File: src/hw/rtl/lpm_pkg.sv
// ----------------------------------------------------------------------------
// lpm_pkg: shared types and constants of the line pattern match counter
// Field widths, register indexes, result kinds, the queued result record and
// the pattern byte selector used by the matcher.
// ----------------------------------------------------------------------------
package lpm_pkg;

    localparam logic [7:0] NL_BYTE = 8'h0A;

    // Pattern bytes held by the two 64-bit pattern registers.
    localparam int PAT_BYTES = 16;

    localparam int LINE_W  = 32;
    localparam int COUNT_W = 32;
    localparam int TOTAL_W = 16;
    localparam int PLEN_W  = 5;

    localparam logic [LINE_W-1:0]  LINE_MAX  = '1;
    localparam logic [COUNT_W-1:0] COUNT_MAX = '1;
    localparam logic [TOTAL_W-1:0] TOTAL_MAX = '1;

    // Configuration port: 64-bit data, registers at byte address 8*i.
    localparam int CFG_DATA_W = 64;
    localparam int CFG_ADDR_W = 5;

    typedef enum logic [1:0] {
        REG_PATTERN_LENGTH = 2'd0,
        REG_PATTERN_LOW    = 2'd1,
        REG_PATTERN_HIGH   = 2'd2
    } reg_index_t;

    typedef enum logic {
        EVENT_MATCH   = 1'b0,
        EVENT_SUMMARY = 1'b1
    } event_kind_t;

    // Result queue depth, in records (one per result-producing transaction).
    localparam int QUEUE_DEPTH = 2;

    // Everything one input transaction produces: an optional match result
    // and an optional file summary, sharing the file match count.
    typedef struct packed {
        logic               has_match;
        logic               has_summary;
        logic [LINE_W-1:0]  line;
        logic [COUNT_W-1:0] count;
        logic [TOTAL_W-1:0] searched;
        logic [TOTAL_W-1:0] matched;
    } rec_t;

    function automatic logic [7:0] pattern_byte(input logic [63:0] low_bytes,
                                                input logic [63:0] high_bytes,
                                                input logic [3:0]  idx);
        logic [63:0] word;
        word = idx[3] ? high_bytes : low_bytes;
        return word[{idx[2:0], 3'b000} +: 8];
    endfunction

endpackage

File: src/hw/rtl/lpm_if.sv
// ----------------------------------------------------------------------------
// lpm_if: stream channels of the line pattern match counter
// Input channel carries text bytes, output channel carries result records.
// ----------------------------------------------------------------------------
interface lpm_in_if;
    logic       valid;
    logic       ready;
    logic [7:0] text_byte;
    logic       file_end;

    modport source (output valid, output text_byte, output file_end, input ready);
    modport sink   (input valid, input text_byte, input file_end, output ready);
endinterface

interface lpm_out_if;
    logic                        valid;
    logic                        ready;
    logic                        event_kind;
    logic [lpm_pkg::LINE_W-1:0]  line_number;
    logic [lpm_pkg::COUNT_W-1:0] file_match_count;
    logic [lpm_pkg::TOTAL_W-1:0] files_searched_total;
    logic [lpm_pkg::TOTAL_W-1:0] files_matched_total;
    logic                        last_of_run;

    modport source (output valid, output event_kind, output line_number,
                    output file_match_count, output files_searched_total,
                    output files_matched_total, output last_of_run, input ready);
    modport sink   (input valid, input event_kind, input line_number,
                    input file_match_count, input files_searched_total,
                    input files_matched_total, input last_of_run, output ready);
endinterface

File: src/hw/rtl/lpm_cell.sv
// ----------------------------------------------------------------------------
// lpm_cell: one window position of the match chain
// Holds one text byte and a flag that the byte belongs to the current line,
// passes both to the next cell on every shift, and compares the incoming
// byte against its aligned pattern byte.
// ----------------------------------------------------------------------------
module lpm_cell (
    input  logic       clk,
    input  logic       rst_n,
    input  logic       shift,
    input  logic       clear,
    input  logic [7:0] in_byte,
    input  logic       in_valid,
    input  logic       enable,
    input  logic [7:0] pat_byte,
    output logic [7:0] out_byte,
    output logic       out_valid,
    output logic       hit
);

    logic [7:0] data_reg;
    logic [7:0] data_next;
    logic       valid_reg;
    logic       valid_next;

    always_comb
    begin
        data_next = shift ? in_byte : data_reg;
        if (clear)
        begin
            valid_next = 1'b0;
        end
        else if (shift)
        begin
            valid_next = in_valid;
        end
        else
        begin
            valid_next = valid_reg;
        end
    end

    always_ff @(posedge clk)
    begin
        data_reg <= data_next;
    end

    always_ff @(posedge clk or negedge rst_n)
    begin
        if (!rst_n)
        begin
            valid_reg <= 1'b0;
        end
        else
        begin
            valid_reg <= valid_next;
        end
    end

    // The compare looks at the byte that this cell takes on the shift.
    assign hit       = !enable || (in_valid && (in_byte == pat_byte));
    assign out_byte  = data_reg;
    assign out_valid = valid_reg;

endmodule

File: src/hw/rtl/lpm_cfg_regs.sv
// ----------------------------------------------------------------------------
// lpm_cfg_regs: configuration registers
// APB-style write and read of pattern length and the sixteen pattern bytes.
// ----------------------------------------------------------------------------
module lpm_cfg_regs (
    input  logic                               clk,
    input  logic                               rst_n,
    input  logic                               psel,
    input  logic                               penable,
    input  logic                               pwrite,
    input  logic [lpm_pkg::CFG_ADDR_W-1:0]     paddr,
    input  logic [lpm_pkg::CFG_DATA_W-1:0]     pwdata,
    output logic [lpm_pkg::CFG_DATA_W-1:0]     prdata,
    output logic                               pready,
    output logic [lpm_pkg::PLEN_W-1:0]         pattern_length,
    output logic [63:0]                        pattern_low_bytes,
    output logic [63:0]                        pattern_high_bytes
);

    logic [lpm_pkg::PLEN_W-1:0] plen_reg;
    logic [lpm_pkg::PLEN_W-1:0] plen_next;
    logic [63:0]                low_reg;
    logic [63:0]                low_next;
    logic [63:0]                high_reg;
    logic [63:0]                high_next;
    logic                       wr_en;
    logic [1:0]                 reg_idx;

    assign pready  = 1'b1;
    assign wr_en   = psel && penable && pwrite && pready;
    assign reg_idx = paddr[lpm_pkg::CFG_ADDR_W-1:3];

    always_comb
    begin
        plen_next = plen_reg;
        low_next  = low_reg;
        high_next = high_reg;
        if (wr_en)
        begin
            unique case (reg_idx)
                lpm_pkg::REG_PATTERN_LENGTH: plen_next = pwdata[lpm_pkg::PLEN_W-1:0];
                lpm_pkg::REG_PATTERN_LOW:    low_next  = pwdata;
                lpm_pkg::REG_PATTERN_HIGH:   high_next = pwdata;
                default:                     plen_next = plen_reg;
            endcase
        end
    end

    always_comb
    begin
        unique case (reg_idx)
            lpm_pkg::REG_PATTERN_LENGTH: prdata = {{(lpm_pkg::CFG_DATA_W-lpm_pkg::PLEN_W){1'b0}},
                                                   plen_reg};
            lpm_pkg::REG_PATTERN_LOW:    prdata = low_reg;
            lpm_pkg::REG_PATTERN_HIGH:   prdata = high_reg;
            default:                     prdata = '0;
        endcase
    end

    always_ff @(posedge clk or negedge rst_n)
    begin
        if (!rst_n)
        begin
            plen_reg <= lpm_pkg::PLEN_W'(1);
            low_reg  <= '0;
            high_reg <= '0;
        end
        else
        begin
            plen_reg <= plen_next;
            low_reg  <= low_next;
            high_reg <= high_next;
        end
    end

    assign pattern_length     = plen_reg;
    assign pattern_low_bytes  = low_reg;
    assign pattern_high_bytes = high_reg;

endmodule

File: src/hw/rtl/lpm_result_queue.sv
// ----------------------------------------------------------------------------
// lpm_result_queue: result record queue and output sequencer
// Stores one record per producing input transaction and unpacks it into a
// match result and/or a file summary on the output channel.
// ----------------------------------------------------------------------------
module lpm_result_queue (
    input  logic            clk,
    input  logic            rst_n,
    input  logic            push,
    input  lpm_pkg::rec_t   push_rec,
    output logic            space,
    lpm_out_if.source       out_item
);

    localparam int PTR_W = (lpm_pkg::QUEUE_DEPTH > 1) ? $clog2(lpm_pkg::QUEUE_DEPTH) : 1;
    localparam int CNT_W = $clog2(lpm_pkg::QUEUE_DEPTH + 1);

    lpm_pkg::rec_t    store_reg [lpm_pkg::QUEUE_DEPTH];
    logic [PTR_W-1:0] wr_ptr_reg;
    logic [PTR_W-1:0] wr_ptr_next;
    logic [PTR_W-1:0] rd_ptr_reg;
    logic [PTR_W-1:0] rd_ptr_next;
    logic [CNT_W-1:0] count_reg;
    logic [CNT_W-1:0] count_next;
    logic             phase_reg;
    logic             phase_next;
    lpm_pkg::rec_t    head;
    logic             first_is_match;
    logic             take;
    logic             pop;

    assign head           = store_reg[rd_ptr_reg];
    assign space          = (count_reg != CNT_W'(lpm_pkg::QUEUE_DEPTH));
    assign first_is_match = head.has_match && !phase_reg;

    // Output fields follow from the head record and the phase flag.
    always_comb
    begin
        out_item.valid            = (count_reg != '0);
        out_item.file_match_count = head.count;
        if (first_is_match)
        begin
            out_item.event_kind           = lpm_pkg::EVENT_MATCH;
            out_item.line_number          = head.line;
            out_item.files_searched_total = '0;
            out_item.files_matched_total  = '0;
            out_item.last_of_run          = !head.has_summary;
        end
        else
        begin
            out_item.event_kind           = lpm_pkg::EVENT_SUMMARY;
            out_item.line_number          = '0;
            out_item.files_searched_total = head.searched;
            out_item.files_matched_total  = head.matched;
            out_item.last_of_run          = 1'b1;
        end
    end

    assign take = out_item.valid && out_item.ready;
    assign pop  = take && out_item.last_of_run;

    always_comb
    begin
        wr_ptr_next = wr_ptr_reg;
        rd_ptr_next = rd_ptr_reg;
        count_next  = count_reg;
        phase_next  = phase_reg;
        if (push)
        begin
            wr_ptr_next = (wr_ptr_reg == PTR_W'(lpm_pkg::QUEUE_DEPTH - 1)) ? '0
                                                                           : wr_ptr_reg + 1'b1;
        end
        if (pop)
        begin
            rd_ptr_next = (rd_ptr_reg == PTR_W'(lpm_pkg::QUEUE_DEPTH - 1)) ? '0
                                                                           : rd_ptr_reg + 1'b1;
            phase_next  = 1'b0;
        end
        else if (take)
        begin
            phase_next = 1'b1;
        end
        if (push && !pop)
        begin
            count_next = count_reg + 1'b1;
        end
        else if (pop && !push)
        begin
            count_next = count_reg - 1'b1;
        end
    end

    always_ff @(posedge clk)
    begin
        if (push)
        begin
            store_reg[wr_ptr_reg] <= push_rec;
        end
    end

    always_ff @(posedge clk or negedge rst_n)
    begin
        if (!rst_n)
        begin
            wr_ptr_reg <= '0;
            rd_ptr_reg <= '0;
            count_reg  <= '0;
            phase_reg  <= 1'b0;
        end
        else
        begin
            wr_ptr_reg <= wr_ptr_next;
            rd_ptr_reg <= rd_ptr_next;
            count_reg  <= count_next;
            phase_reg  <= phase_next;
        end
    end

    // A record is only written when a slot is free.
    a_push_space: assert property (@(posedge clk) disable iff (!rst_n)
        push |-> space)
        else $error("record written into a full result queue");

    // The second half of a record is only pending for a record that has both.
    a_phase_head: assert property (@(posedge clk) disable iff (!rst_n)
        phase_reg |-> (count_reg != '0) && head.has_match && head.has_summary)
        else $error("summary phase set without a two-result record at the head");

    // Every stored record yields at least one result.
    a_head_nonempty: assert property (@(posedge clk) disable iff (!rst_n)
        out_item.valid |-> (head.has_match || head.has_summary))
        else $error("empty record at the head of the result queue");

endmodule

File: src/hw/rtl/line_pattern_match_counter.sv
// ----------------------------------------------------------------------------
// line_pattern_match_counter: overlapping pattern search over text files
// Counts every occurrence of a 1 to 16 byte pattern within lines of a byte
// stream and reports match line numbers and per-file summaries.
// ----------------------------------------------------------------------------
//
//  Channel    Direction  Payload                                   Handshake
//  ---------  ---------  ----------------------------------------  ---------------
//  in_item    input      text_byte, file_end                       valid / ready
//  out_item   output     event_kind, line_number, file_match_count, valid / ready
//                        files_searched_total, files_matched_total,
//                        last_of_run
//  APB        input      pattern_length, pattern_low/high_bytes    psel / penable
//
// One input transaction is accepted per cycle while the result queue has
// space. Each produces zero, one or two results; the output channel moves
// one result per cycle while out_item.ready is high, so a byte that both
// completes a match and ends a file yields a match result, then a summary.
// A two-entry result queue separates input from output: input stalls only
// when both entries are taken. Reset is asynchronous and clears the line
// state, counters, queue and configuration; no clearing pass is needed.
//
module line_pattern_match_counter #(
    parameter int PATTERN_MAX = 16
) (
    input  logic                               clk,
    input  logic                               rst_n,
    lpm_in_if.sink                             in_item,
    lpm_out_if.source                          out_item,
    input  logic                               psel,
    input  logic                               penable,
    input  logic                               pwrite,
    input  logic [lpm_pkg::CFG_ADDR_W-1:0]     paddr,
    input  logic [lpm_pkg::CFG_DATA_W-1:0]     pwdata,
    output logic [lpm_pkg::CFG_DATA_W-1:0]     prdata,
    output logic                               pready
);

    // Width wide enough for both the length register and PATTERN_MAX.
    localparam int LEN_W = $clog2(PATTERN_MAX + 1);
    localparam int CW    = (LEN_W > lpm_pkg::PLEN_W) ? LEN_W : lpm_pkg::PLEN_W;

    logic [lpm_pkg::PLEN_W-1:0] pattern_length;
    logic [63:0]                pattern_low_bytes;
    logic [63:0]                pattern_high_bytes;

    lpm_cfg_regs u_cfg (
        .clk                (clk),
        .rst_n              (rst_n),
        .psel               (psel),
        .penable            (penable),
        .pwrite             (pwrite),
        .paddr              (paddr),
        .pwdata             (pwdata),
        .prdata             (prdata),
        .pready             (pready),
        .pattern_length     (pattern_length),
        .pattern_low_bytes  (pattern_low_bytes),
        .pattern_high_bytes (pattern_high_bytes)
    );

    // ------------------------------------------------------------------
    // Input handshake and line control
    // ------------------------------------------------------------------
    logic accept;
    logic is_newline;
    logic shift;
    logic clear;
    logic queue_space;

    assign in_item.ready = queue_space;
    assign accept        = in_item.valid && in_item.ready;
    assign is_newline    = (in_item.text_byte == lpm_pkg::NL_BYTE);
    // A newline ends the line without entering the window; the end of a file
    // also discards the line once this byte has been compared.
    assign shift         = accept && !is_newline;
    assign clear         = accept && (is_newline || in_item.file_end);

    // ------------------------------------------------------------------
    // Match chain: cell k holds the k-th newest byte of the current line.
    // Pattern byte len-1-k lines up with cell k.
    // ------------------------------------------------------------------
    logic [CW-1:0]          len_ext;
    logic [CW-1:0]          len_eff;
    logic [7:0]             win_byte  [PATTERN_MAX];
    logic [PATTERN_MAX-1:0] win_valid;
    logic [PATTERN_MAX-1:0] cell_hit;
    logic [PATTERN_MAX-1:0] cell_en;
    logic                   match;

    assign len_ext = CW'(pattern_length);
    // A length above the window size is treated as the window size.
    assign len_eff = (len_ext > CW'(PATTERN_MAX)) ? CW'(PATTERN_MAX) : len_ext;

    for (genvar k = 0; k < PATTERN_MAX; k++)
    begin : g_cell
        localparam logic [CW-1:0] POS = CW'(k);

        logic [CW-1:0] pat_idx;
        logic [7:0]    pat_byte;
        logic [7:0]    in_byte;
        logic          in_valid;

        assign cell_en[k] = (len_eff > POS);
        assign pat_idx    = len_eff - POS - CW'(1);
        // Positions past the sixteen configured bytes compare against zero.
        assign pat_byte   = (pat_idx < CW'(lpm_pkg::PAT_BYTES))
                          ? lpm_pkg::pattern_byte(pattern_low_bytes, pattern_high_bytes,
                                                  pat_idx[3:0])
                          : 8'h00;

        if (k == 0)
        begin : g_head
            assign in_byte  = in_item.text_byte;
            assign in_valid = 1'b1;
        end
        else
        begin : g_link
            assign in_byte  = win_byte[k-1];
            assign in_valid = win_valid[k-1];
        end

        lpm_cell u_cell (
            .clk       (clk),
            .rst_n     (rst_n),
            .shift     (shift),
            .clear     (clear),
            .in_byte   (in_byte),
            .in_valid  (in_valid),
            .enable    (cell_en[k]),
            .pat_byte  (pat_byte),
            .out_byte  (win_byte[k]),
            .out_valid (win_valid[k]),
            .hit       (cell_hit[k])
        );
    end

    // A zero length enables no cell and must never count as a match.
    assign match = !is_newline && (len_eff != '0) && (&cell_hit);

    // ------------------------------------------------------------------
    // Line and file counters, all saturating
    // ------------------------------------------------------------------
    logic [lpm_pkg::LINE_W-1:0]  line_reg;
    logic [lpm_pkg::LINE_W-1:0]  line_next;
    logic [lpm_pkg::COUNT_W-1:0] match_count_reg;
    logic [lpm_pkg::COUNT_W-1:0] match_count_next;
    logic [lpm_pkg::COUNT_W-1:0] count_now;
    logic [lpm_pkg::TOTAL_W-1:0] searched_reg;
    logic [lpm_pkg::TOTAL_W-1:0] searched_next;
    logic [lpm_pkg::TOTAL_W-1:0] searched_now;
    logic [lpm_pkg::TOTAL_W-1:0] matched_reg;
    logic [lpm_pkg::TOTAL_W-1:0] matched_next;
    logic [lpm_pkg::TOTAL_W-1:0] matched_now;
    lpm_pkg::rec_t               rec;
    logic                        push;

    // Count as it stands after this byte; the summary of this byte uses it.
    assign count_now    = (match && (match_count_reg != lpm_pkg::COUNT_MAX))
                        ? match_count_reg + 1'b1 : match_count_reg;
    assign searched_now = (searched_reg != lpm_pkg::TOTAL_MAX)
                        ? searched_reg + 1'b1 : searched_reg;
    assign matched_now  = ((count_now != '0) && (matched_reg != lpm_pkg::TOTAL_MAX))
                        ? matched_reg + 1'b1 : matched_reg;

    always_comb
    begin
        line_next        = line_reg;
        match_count_next = match_count_reg;
        searched_next    = searched_reg;
        matched_next     = matched_reg;
        if (accept)
        begin
            if (in_item.file_end)
            begin
                line_next        = lpm_pkg::LINE_W'(1);
                match_count_next = '0;
                searched_next    = searched_now;
                matched_next     = matched_now;
            end
            else
            begin
                match_count_next = count_now;
                if (is_newline && (line_reg != lpm_pkg::LINE_MAX))
                begin
                    line_next = line_reg + 1'b1;
                end
            end
        end
    end

    always_ff @(posedge clk or negedge rst_n)
    begin
        if (!rst_n)
        begin
            line_reg        <= lpm_pkg::LINE_W'(1);
            match_count_reg <= '0;
            searched_reg    <= '0;
            matched_reg     <= '0;
        end
        else
        begin
            line_reg        <= line_next;
            match_count_reg <= match_count_next;
            searched_reg    <= searched_next;
            matched_reg     <= matched_next;
        end
    end

    // ------------------------------------------------------------------
    // Result record for this transaction
    // ------------------------------------------------------------------
    always_comb
    begin
        rec.has_match   = match;
        rec.has_summary = in_item.file_end;
        rec.line        = line_reg;
        rec.count       = count_now;
        rec.searched    = searched_now;
        rec.matched     = matched_now;
    end

    assign push = accept && (match || in_item.file_end);

    lpm_result_queue u_queue (
        .clk      (clk),
        .rst_n    (rst_n),
        .push     (push),
        .push_rec (rec),
        .space    (queue_space),
        .out_item (out_item)
    );

    // ------------------------------------------------------------------
    // Assertions
    // ------------------------------------------------------------------

    // Line numbers start at one and never wrap to zero.
    a_line_nonzero: assert property (@(posedge clk) disable iff (!rst_n)
        line_reg != '0)
        else $error("line number reached zero");

    // Cells fill from the head: a cell can only hold a line byte if its
    // newer neighbor does too.
    for (genvar m = 1; m < PATTERN_MAX; m++)
    begin : g_chk
        a_fill_order: assert property (@(posedge clk) disable iff (!rst_n)
            win_valid[m] |-> win_valid[m-1])
            else $error("window fill order broken in the cell chain");
    end

    // A file summary always closes the results of its transaction.
    a_summary_last: assert property (@(posedge clk) disable iff (!rst_n)
        (out_item.valid && (out_item.event_kind == lpm_pkg::EVENT_SUMMARY))
            |-> out_item.last_of_run)
        else $error("file summary not marked as final result");

    // After the end of a file the chain holds no line bytes.
    a_file_end_clears: assert property (@(posedge clk) disable iff (!rst_n)
        (accept && in_item.file_end) |=> (win_valid == '0) && (match_count_reg == '0))
        else $error("line state survived the end of a file");

endmodule
File: src/flat_wrapper.sv
// flat-port wrapper written by rule: the top's interface ports become plain ports
module line_pattern_match_counter_flat 
#(
    parameter int PATTERN_MAX = 16
)
  (clk, rst_n, psel, penable, pwrite, paddr, pwdata, prdata, pready, in_item_valid, in_item_text_byte, in_item_file_end, in_item_ready, out_item_valid, out_item_event_kind, out_item_line_number, out_item_file_match_count, out_item_files_searched_total, out_item_files_matched_total, out_item_last_of_run, out_item_ready);
  lpm_in_if in_item_i ();
  lpm_out_if out_item_i ();
  input  logic clk;
  input  logic rst_n;
  input  logic psel;
  input  logic penable;
  input  logic pwrite;
  input  logic [lpm_pkg::CFG_ADDR_W-1:0] paddr;
  input  logic [lpm_pkg::CFG_DATA_W-1:0] pwdata;
  output logic [lpm_pkg::CFG_DATA_W-1:0] prdata;
  output logic pready;
  input wire logic [$bits(in_item_i.valid)-1:0] in_item_valid;
  input wire logic [$bits(in_item_i.text_byte)-1:0] in_item_text_byte;
  input wire logic [$bits(in_item_i.file_end)-1:0] in_item_file_end;
  output wire logic [$bits(in_item_i.ready)-1:0] in_item_ready;
  output wire logic [$bits(out_item_i.valid)-1:0] out_item_valid;
  output wire logic [$bits(out_item_i.event_kind)-1:0] out_item_event_kind;
  output wire logic [$bits(out_item_i.line_number)-1:0] out_item_line_number;
  output wire logic [$bits(out_item_i.file_match_count)-1:0] out_item_file_match_count;
  output wire logic [$bits(out_item_i.files_searched_total)-1:0] out_item_files_searched_total;
  output wire logic [$bits(out_item_i.files_matched_total)-1:0] out_item_files_matched_total;
  output wire logic [$bits(out_item_i.last_of_run)-1:0] out_item_last_of_run;
  input wire logic [$bits(out_item_i.ready)-1:0] out_item_ready;
  assign in_item_i.valid = in_item_valid;
  assign in_item_i.text_byte = in_item_text_byte;
  assign in_item_i.file_end = in_item_file_end;
  assign in_item_ready = in_item_i.ready;
  assign out_item_valid = out_item_i.valid;
  assign out_item_event_kind = out_item_i.event_kind;
  assign out_item_line_number = out_item_i.line_number;
  assign out_item_file_match_count = out_item_i.file_match_count;
  assign out_item_files_searched_total = out_item_i.files_searched_total;
  assign out_item_files_matched_total = out_item_i.files_matched_total;
  assign out_item_last_of_run = out_item_i.last_of_run;
  assign out_item_i.ready = out_item_ready;
  line_pattern_match_counter #(.PATTERN_MAX(PATTERN_MAX)) u_core (.clk(clk), .rst_n(rst_n), .in_item(in_item_i), .out_item(out_item_i), .psel(psel), .penable(penable), .pwrite(pwrite), .paddr(paddr), .pwdata(pwdata), .prdata(prdata), .pready(pready));
endmodule
File: config.mk
export PLATFORM = sky130hd
export DESIGN_NAME = line_pattern_match_counter_flat
export DESIGN_NICKNAME = d
export VERILOG_FILES = /design/src/hw/rtl/lpm_pkg.sv /design/src/hw/rtl/lpm_if.sv /design/src/hw/rtl/lpm_cell.sv /design/src/hw/rtl/lpm_cfg_regs.sv /design/src/hw/rtl/lpm_result_queue.sv /design/src/hw/rtl/line_pattern_match_counter.sv /design/src/flat_wrapper.sv
export SDC_FILE = /design/constraint.sdc
export NUM_CORES = 2
export LEC_CHECK = 0
export ABC_AREA = 1
export BUFFER_PORTS_ARGS = -buffer_cell sky130_fd_sc_hd__buf_2
export CAP_MARGIN = 20
export CORE_MARGIN = 2
export CORE_UTILIZATION = 30
export CTS_BUF_LIST = sky130_fd_sc_hd__clkbuf_8
export DETAILED_ROUTE_END_ITERATION = 12
export GPL_ROUTABILITY_DRIVEN = 0
export PLACE_DENSITY = 0.42
export RECOVER_POWER = 50
export SLEW_MARGIN = 10
export SYNTH_ARGS = -nofsm -noshare
export SYNTH_HDL_FRONTEND = slang
export SYNTH_SLANG_ARGS = --single-unit
File: constraint.sdc
create_clock -name clk -period 14.55 [get_ports clk]
set_clock_uncertainty 0.15 [all_clocks]
set_input_delay 1.455 -clock clk [delete_from_list [all_inputs] [get_ports clk]]
set_output_delay 1.455 -clock clk [all_outputs]
set_load 0.05 [all_outputs]
; ---- After elaboration in Yosys (flattened, before gate mapping)
; Memory sizes are Yosys's and may differ from the RTL's.
; Index checks and enable logic that the tools add are counted.
; W data, S select, Z words.
[classes]
n_addsub = 38
magnitude_cmp = 33
eq_ne = 24
shifts = 16
n_mux = 83
reduce_logical = 84
[ops]
columns = operator, n
row1 = $mux W64, 16
row2 = $shiftx A64 B7 Y8, 16
row3 = $pmux W64 S3, 1
row4 = $mux W32, 5
row5 = $eq A8 B8 Y1, 16
row6 = $mux W8, 16
row7 = $lt A5 B5 Y1 const B, 16
row8 = $sub A5 B1 Y5 const B, 16
row9 = $add A32 B1 Y32 const B, 2
row10 = $mux W16, 4
row11 = $ne A32 B32 Y1 const B, 2
row12 = $gt A5 B4 Y1 const B, 8
row13 = $sub A5 B4 Y5 const B, 8
row14 = $mux W1, 38
row15 = $add A16 B1 Y16 const B, 2
row16 = $ne A16 B16 Y1 const B, 2
row17 = $reduce_bool A32 Y1, 1
row18 = $logic_and A1 B1 Y1, 31
row19 = $logic_not A1 Y1, 21
row20 = $gt A5 B3 Y1 const B, 4
row21 = $sub A5 B3 Y5 const B, 4
row22 = $logic_or A1 B1 Y1, 18
row23 = $reduce_and A16 Y1, 1
row24 = $gt A5 B1 Y1 const B, 2
row25 = 16 further kinds, 28
[totals]
ff_bits = 369
mem_bits_rw = 196
inputBits = 85
out_inout_bits = 165
wordCells = 320
mem_count = 1
[memory_table]
columns = name, depth, width, read_ports, rd_ports_with_merged_regs, write_ports, line_no
row1 = u_core.u_queue.store_reg, 2, 98, 1, 0, 1, lpm_result_queue.sv:18  ; lpm_pkg::rec_t store_reg [lpm_pkg::QUEUE_DEPTH];

; ---- Logic depth before layout (Yosys ltp)
[logic_depth]
ltp_word = 18
ltp_mapped = 49
ltp_nobuf = 43

; ---- Cells and area by module
; Synthesis repeated with hierarchy kept, for this count alone.
[hier_totals]
hier_cells = 6844
hier_area_um2 = 45393.5
[by_module_without_submodules]
columns = mod, n_inst, cells_per_inst, area_per_inst_um2, seq_area_each_um2
row1 = line_pattern_match_counter, 1, 4675, 24609.9, 2403.6
row2 = lpm_result_queue, 1, 614, 7711.1, 6010.8
row3 = lpm_cell, 16, 48, 434.2, 265.3
row4 = lpm_cfg_regs, 1, 787, 6125.9, 3329.4

; ---- Worst setup path after synthesis
; OpenSTA, ideal clock, no wires.
[synth_timing]
kind = register -> register
from = register u_core.u_cfg.plen_reg (netlist bit u_core.u_cfg.pattern_length[3])
to = memory u_core.u_queue.store_reg[1][0] (netlist bit), enable pin
setup_time_ps = 558
arrival_time_ps = 8621
required_time_ps = 13842
slack_ps = 5221
path_stages_with_launch = 33
path_buffers = 9
period_less_slack_ps = 9329
path_cell_list = dfrtp_1 buf_6 nor2_2 nand2_2 nand2_4 nand2_1 inv_1 buf_2 buf_2 buf_1 ha_1 buf_2 inv_1 clkbuf_1 clkbuf_1 buf_1 nand3_1 nand2_1 nand3_1 nand2_1 nand2_1 nor2_1 nand3_1 o21bai_1 nand2_1 nor2_4 nand2_2 nor2_4 buf_4 nand2_1 nand2_1 inv_1 nor2_1
[synth_via]
elab_chain_cells = 16
word_cells_on_any_way = 183
cone_classes = add/sub (30) / order compare (33) / eq/ne (16) / shift (16) / mux (35) / reduce/logical (53)
[synth_rtl]
columns = element, line_no
row1 = from (decl), lpm_cfg_regs.sv:20  ; logic [lpm_pkg::PLEN_W-1:0] plen_reg;
row2 = from (signal assigned), lpm_cfg_regs.sv:64  ; plen_reg <= lpm_pkg::PLEN_W'(1);
row3 = from (signal assigned), lpm_cfg_regs.sv:70  ; plen_reg <= plen_next;
row4 = $gt A5 B5 Y1, line_pattern_match_counter.sv:93  ; assign len_eff = (len_ext > CW'(PATTERN_MAX)) ? CW'(PATTERN_MAX) : len_ext;
row5 = $mux W5 *, line_pattern_match_counter.sv:93
row6 = $sub A5 B4 Y5 (tied with other cells), line_pattern_match_counter.sv:105  ; assign pat_idx = len_eff - POS - CW'(1);
row7 = $sub A5 B1 Y5, line_pattern_match_counter.sv:105
row8 = $mux W64, lpm_pkg.sv:55  ; word = idx[3] ? high_bytes : low_bytes;
row9 = $shiftx A64 B7 Y8, lpm_pkg.sv:56  ; return word[{idx[2:0], 3'b000} +: 8];
row10 = $mux W8, line_pattern_match_counter.sv:108  ; ? lpm_pkg::pattern_byte(pattern_low_bytes, pattern_high_bytes,
row11 = $eq A8 B8 Y1, lpm_cell.sv:61  ; assign hit = !enable || (in_valid && (in_byte == pat_byte));
row12 = $logic_and A1 B1 Y1, lpm_cell.sv:61
row13 = $logic_or A1 B1 Y1, lpm_cell.sv:61
row14 = $reduce_and A16 Y1, line_pattern_match_counter.sv:139  ; assign match = !is_newline && (len_eff != '0) && (&cell_hit);
row15 = $logic_and A1 B1 Y1 *, line_pattern_match_counter.sv:139
row16 = $logic_or A1 B1 Y1 *, line_pattern_match_counter.sv:223  ; assign push = accept && (match || in_item.file_end);
row17 = $logic_and A1 B1 Y1 *, line_pattern_match_counter.sv:223
row18 = via u_core.push, line_pattern_match_counter.sv:156  ; logic push;
row19 = $mux W1 *, lpm_result_queue.sv:95  ; if (push)
row20 = $mux W1 (not written as such) *, lpm_result_queue.sv:97  ; store_reg[wr_ptr_reg] <= push_rec;
row21 = to (decl), lpm_result_queue.sv:18
; Mark *: on every way through the listed nets, which the timed path passes. The rest lies on a longest branch.

; ---- Worst setup path in the final report
[layout_timing]
from = register u_core.u_cfg.plen_reg (netlist bit u_core.u_cfg.pattern_length[0])
to = memory u_core.u_queue.store_reg[1][0] (netlist bit), data pin
[layout_via]
elab_chain_cells = 17
word_cells_on_any_way = 184
cone_classes = add/sub (30) / order compare (33) / eq/ne (16) / shift (16) / mux (35) / reduce/logical (54)
[layout_rtl]
columns = element, line_no
row1 = $gt A5 B5 Y1, line_pattern_match_counter.sv:93
row2 = $mux W5 *, line_pattern_match_counter.sv:93
row3 = $sub A5 B4 Y5 (tied with other cells), line_pattern_match_counter.sv:105
row4 = $sub A5 B1 Y5, line_pattern_match_counter.sv:105
row5 = $mux W64, lpm_pkg.sv:55
row6 = $shiftx A64 B7 Y8, lpm_pkg.sv:56
row7 = $mux W8, line_pattern_match_counter.sv:108
row8 = $eq A8 B8 Y1, lpm_cell.sv:61
row9 = [... 2 more ...], --
row10 = $reduce_and A16 Y1, line_pattern_match_counter.sv:139
row11 = $logic_and A1 B1 Y1 *, line_pattern_match_counter.sv:139
row12 = $logic_and A1 B1 Y1 *, line_pattern_match_counter.sv:159  ; assign count_now = (match && (match_count_reg != lpm_pkg::COUNT_MAX))
row13 = $mux W32 *, line_pattern_match_counter.sv:160  ; ? match_count_reg + 1'b1 : match_count_reg;
row14 = $reduce_bool A32 Y1 *, line_pattern_match_counter.sv:163  ; assign matched_now = ((count_now != '0) && (matched_reg != lpm_pkg::TOTAL_MAX))
row15 = $logic_and A1 B1 Y1 *, line_pattern_match_counter.sv:163
row16 = $mux W16 *, line_pattern_match_counter.sv:164  ; ? matched_reg + 1'b1 : matched_reg;
row17 = via u_core.matched_now (one bit), line_pattern_match_counter.sv:154  ; logic [lpm_pkg::TOTAL_W-1:0] matched_now;
; Marked as above.

==> impl_metrics.env <==
export IMPL_status="finished, violations left"
export IMPL_violations="capacitance limit, slew limit"
export IMPL_fin_setup_tns_ns=0
export IMPL_ys_types=48
export IMPL_viasPerCell=5.65
export IMPL_drv_slew=821
export IMPL_syn_cell_area_sq_um=46100
export IMPL_yosys_top_cells_count="2441 x nand2_1, 1167 x nand3_1, 522 x nor2_1"
export IMPL_grtUsageTotal_pct=31.5
export IMPL_p_leak_nw=22.6
export IMPL_clk_path_buf_depth=3
export IMPL_cts_tree="built"
export IMPL_drive_gt1_share_pct=8.08
export IMPL_wirelength_um=255000
export IMPL_fin_ws_ns=4.08
export IMPL_grt_pass1_wl_um=359000
export IMPL_grt_max_degree=137
export IMPL_maxCapViolCount=16
export IMPL_ios=250
export IMPL_wl_per_cell_um=27.5
export IMPL_post_synth_top_count_cell="nand2_1"
export IMPL_cts_buffers=113
export IMPL_max_freq_mhz=95.5
export IMPL_io_buffers=245
export IMPL_synth_area_leaders="edfxtp_1 21%, nand2_1 20%, dfrtp_1 13%"
export IMPL_synthXorXnorAreaFrac_pct=0.513
export IMPL_ctsHtreeMaxLevel=3
export IMPL_synthAdderAreaFrac_pct=0.516
export IMPL_power_total_mw=10.9
export IMPL_fin_nets=7223
export IMPL_cp_start_kind="flip-flop"
export IMPL_syn_avg_cell_area_sq_um=6.34
export IMPL_finalCriticalPeriod_ns=10.47
export IMPL_synth_flop_cell="edfxtp_1"
export IMPL_min_path_type="flip-flop to flip-flop"
export IMPL_synthSimpleGateAreaFrac_pct=40.5
export IMPL_ant_nets=0
export IMPL_crit_fanout=53
export IMPL_syn_num_nets=7371
export IMPL_dr_pass1_iters=8
export IMPL_drt_iter0_drc=6897
export IMPL_synth_area_mux_share_pct=0
export IMPL_first_global_vias=46430
export IMPL_dp_hpwl_um=172000
export IMPL_ctsResizeCount=0
export IMPL_peakVddDrop_v=0.000101
export IMPL_antenna_found_initial=27
export IMPL_crit_start="u_core.u_cfg.pattern_length[0]"
export IMPL_holdCritStartpoint="u_core.g_cell[1].u_cell.out_byte[7]"
export IMPL_r2r_start="u_core.u_cfg.pattern_length[0]"
export IMPL_finalSetupViolCount=0
export IMPL_pre_cts_slack_ns=4.42
export IMPL_insertion_delay_ns=0.91
export IMPL_worstMarginPinSlew_ns=4.18
export IMPL_start_util_pct=30.3
export IMPL_ys_seq_area_share_pct=34.1
export IMPL_die_w_um=396
export IMPL_clk_pin_slew_ns=0.07
export IMPL_synth_compound_area_share_pct=13.9
export IMPL_end_kind="flip-flop"
export IMPL_async_flop_share_pct=44.1
export IMPL_vias=52377
export IMPL_max_slew_margin_pct=-179
export IMPL_hold_viol=0
export IMPL_arrival_ns=10.91
export IMPL_synth_edf_count=316
export IMPL_num_rows=143
export IMPL_crit_top_cell="nand2_1"
export IMPL_syn_to_final_growth_pct=9.51
export IMPL_netlist_instances=7267
export IMPL_clock_sinks=565
export IMPL_cp_slowest_cell="dfstp_2"
export IMPL_synth_ff_latch_count=565
export IMPL_fin_crit_sh_pct=72.0
export IMPL_power_density_nw_per_um2=216
export IMPL_cts_root_buf="clkbuf_8"
export IMPL_largest_reg_flops=196
export IMPL_die_h_um=396
export IMPL_post_cts_buffers=0
export IMPL_crit_type="flip-flop to flip-flop"
export IMPL_cp_required_ns=14.99
export IMPL_holdBufCountCts=0
export IMPL_rsz0062_at_grt="false"
export IMPL_synth_top_family_by_area="simple AND/OR/NAND/NOR gates"
export IMPL_coreArea_sq_um=152000
export IMPL_yosys_warnings=0
export IMPL_yosys_area_top_type_share_pct=20.6
export IMPL_worst_path_largest_cell_delay_ns=1.08
export IMPL_die_area_sq_um=157000
export IMPL_synth_top_cell_by_area="edfxtp_1"
export IMPL_grt_overflow=0
export IMPL_drcViolationCount=0
through the flow:
stage	hold WS, ns	utilization [%]	instance area, sq um	cells
4_1_cts	0.283	33.2	50500	9246
6_report	0.314	33.1	50500	9269
5_1_grt	0.314	33.1	50500	9264
3_5_place_dp	0.307	31.6	48100	9031
2_1_floorplan	0.291	-	46100	7267
3_3_place_gp	0.305	31.6	48100	9028
where the power goes:
part / total [mW] / internal [mW] / switching (mW) / leakage, nW
combinational: 6.62 / 1.55 / 5.07 / 15.0
sequential: 2.52 / 2.05 / 0.479 / 6.15
clock: 1.76 / 0.912 / 0.846 / 1.36
total: 10.9 / 4.51 / 6.39 / 22.6
cells in the final DEF (no fill, tap or decap), types with 16 or more instances in the layout:
master,Yosys,layout
a21oi_1,293,292
buf_2,212,233
buf_4,44,102
clkbuf_1,302,27
clkbuf_8,0,122
clkinv_1,45,61
clkinv_2,0,20
dfrtp_1,247,246
diode_2,0,20
edfxtp_1,316,316
ha_1,19,18
inv_1,454,491
nand2_1,2441,2437
nand3_1,1167,1167
nand4_1,139,139
nor2_1,522,516
nor3_1,40,40
o211ai_1,224,224
o21ai_0,415,414
o21ai_1,53,53
o22ai_1,102,101
xor2_1,18,16
worst max-delay path: cells and delay by family (launching register included):
| kind | cells | cell delay, ns |
|---|---|---|
| compound gates | 2 | 0.37 |
| fa+ha+maj | 1 | 0.26 |
| buf+inv | 6 | 2.27 |
| flops | 1 | 1.08 |
| simple gates | 29 | 5.93 |
worst paths after layout:
kind / endpoint / slack, ns / cells past startpoint
min reg2reg: u_core.g_cell[2].u_cell.out_byte[7] / 0.31 / 0
min: u_core.g_cell[2].u_cell.out_byte[7] / 0.31 / 0
min in group asynchronous: u_core.u_cfg.pattern_low_bytes[42] / 1.61 / 1
max reg2reg: u_core.u_queue.store_reg[1][0] / 4.08 / 38
max in group asynchronous: u_core.u_queue.rd_ptr_reg / 5.70 / 4
max: u_core.u_queue.store_reg[1][0] / 4.08 / 38
layout make-up:
| cell class | count | area, sq um |
|---|---|---|
| antenna | 20 | 50.0 |
| clock buffer | 122 | 1680 |
| clock inverter | 93 | 666 |
| fill | 16728 | 102000 |
| inverter | 509 | 1920 |
| multi-input combinational | 5562 | 25700 |
| sequential | 565 | 15700 |
| tap | 2030 | 2540 |
| timing repair buffer | 368 | 2150 |
routing by layer:
layer,vias to the layer above,track usage (%),wire length (um)
met2,2832,44.8,105000
met4,12,18.6,17200
met3,574,8.10,26200
li1,23959,-,-
met5,-,0.924,85
met1,25000,42.8,107000
cell families after synthesis:
| group | count (synthesis) |
|---|---|
| buffers and inverters | 1140 |
| adder cells (fa/ha/maj) | 19 |
| XOR/XNOR | 27 |
| AO/OA/AOI/OAI | 1119 |
| flip-flops | 565 |
| AND/OR/NAND/NOR | 4396 |
| other | 1 |
No activity file was read; power rests on OpenSTA's default activity.
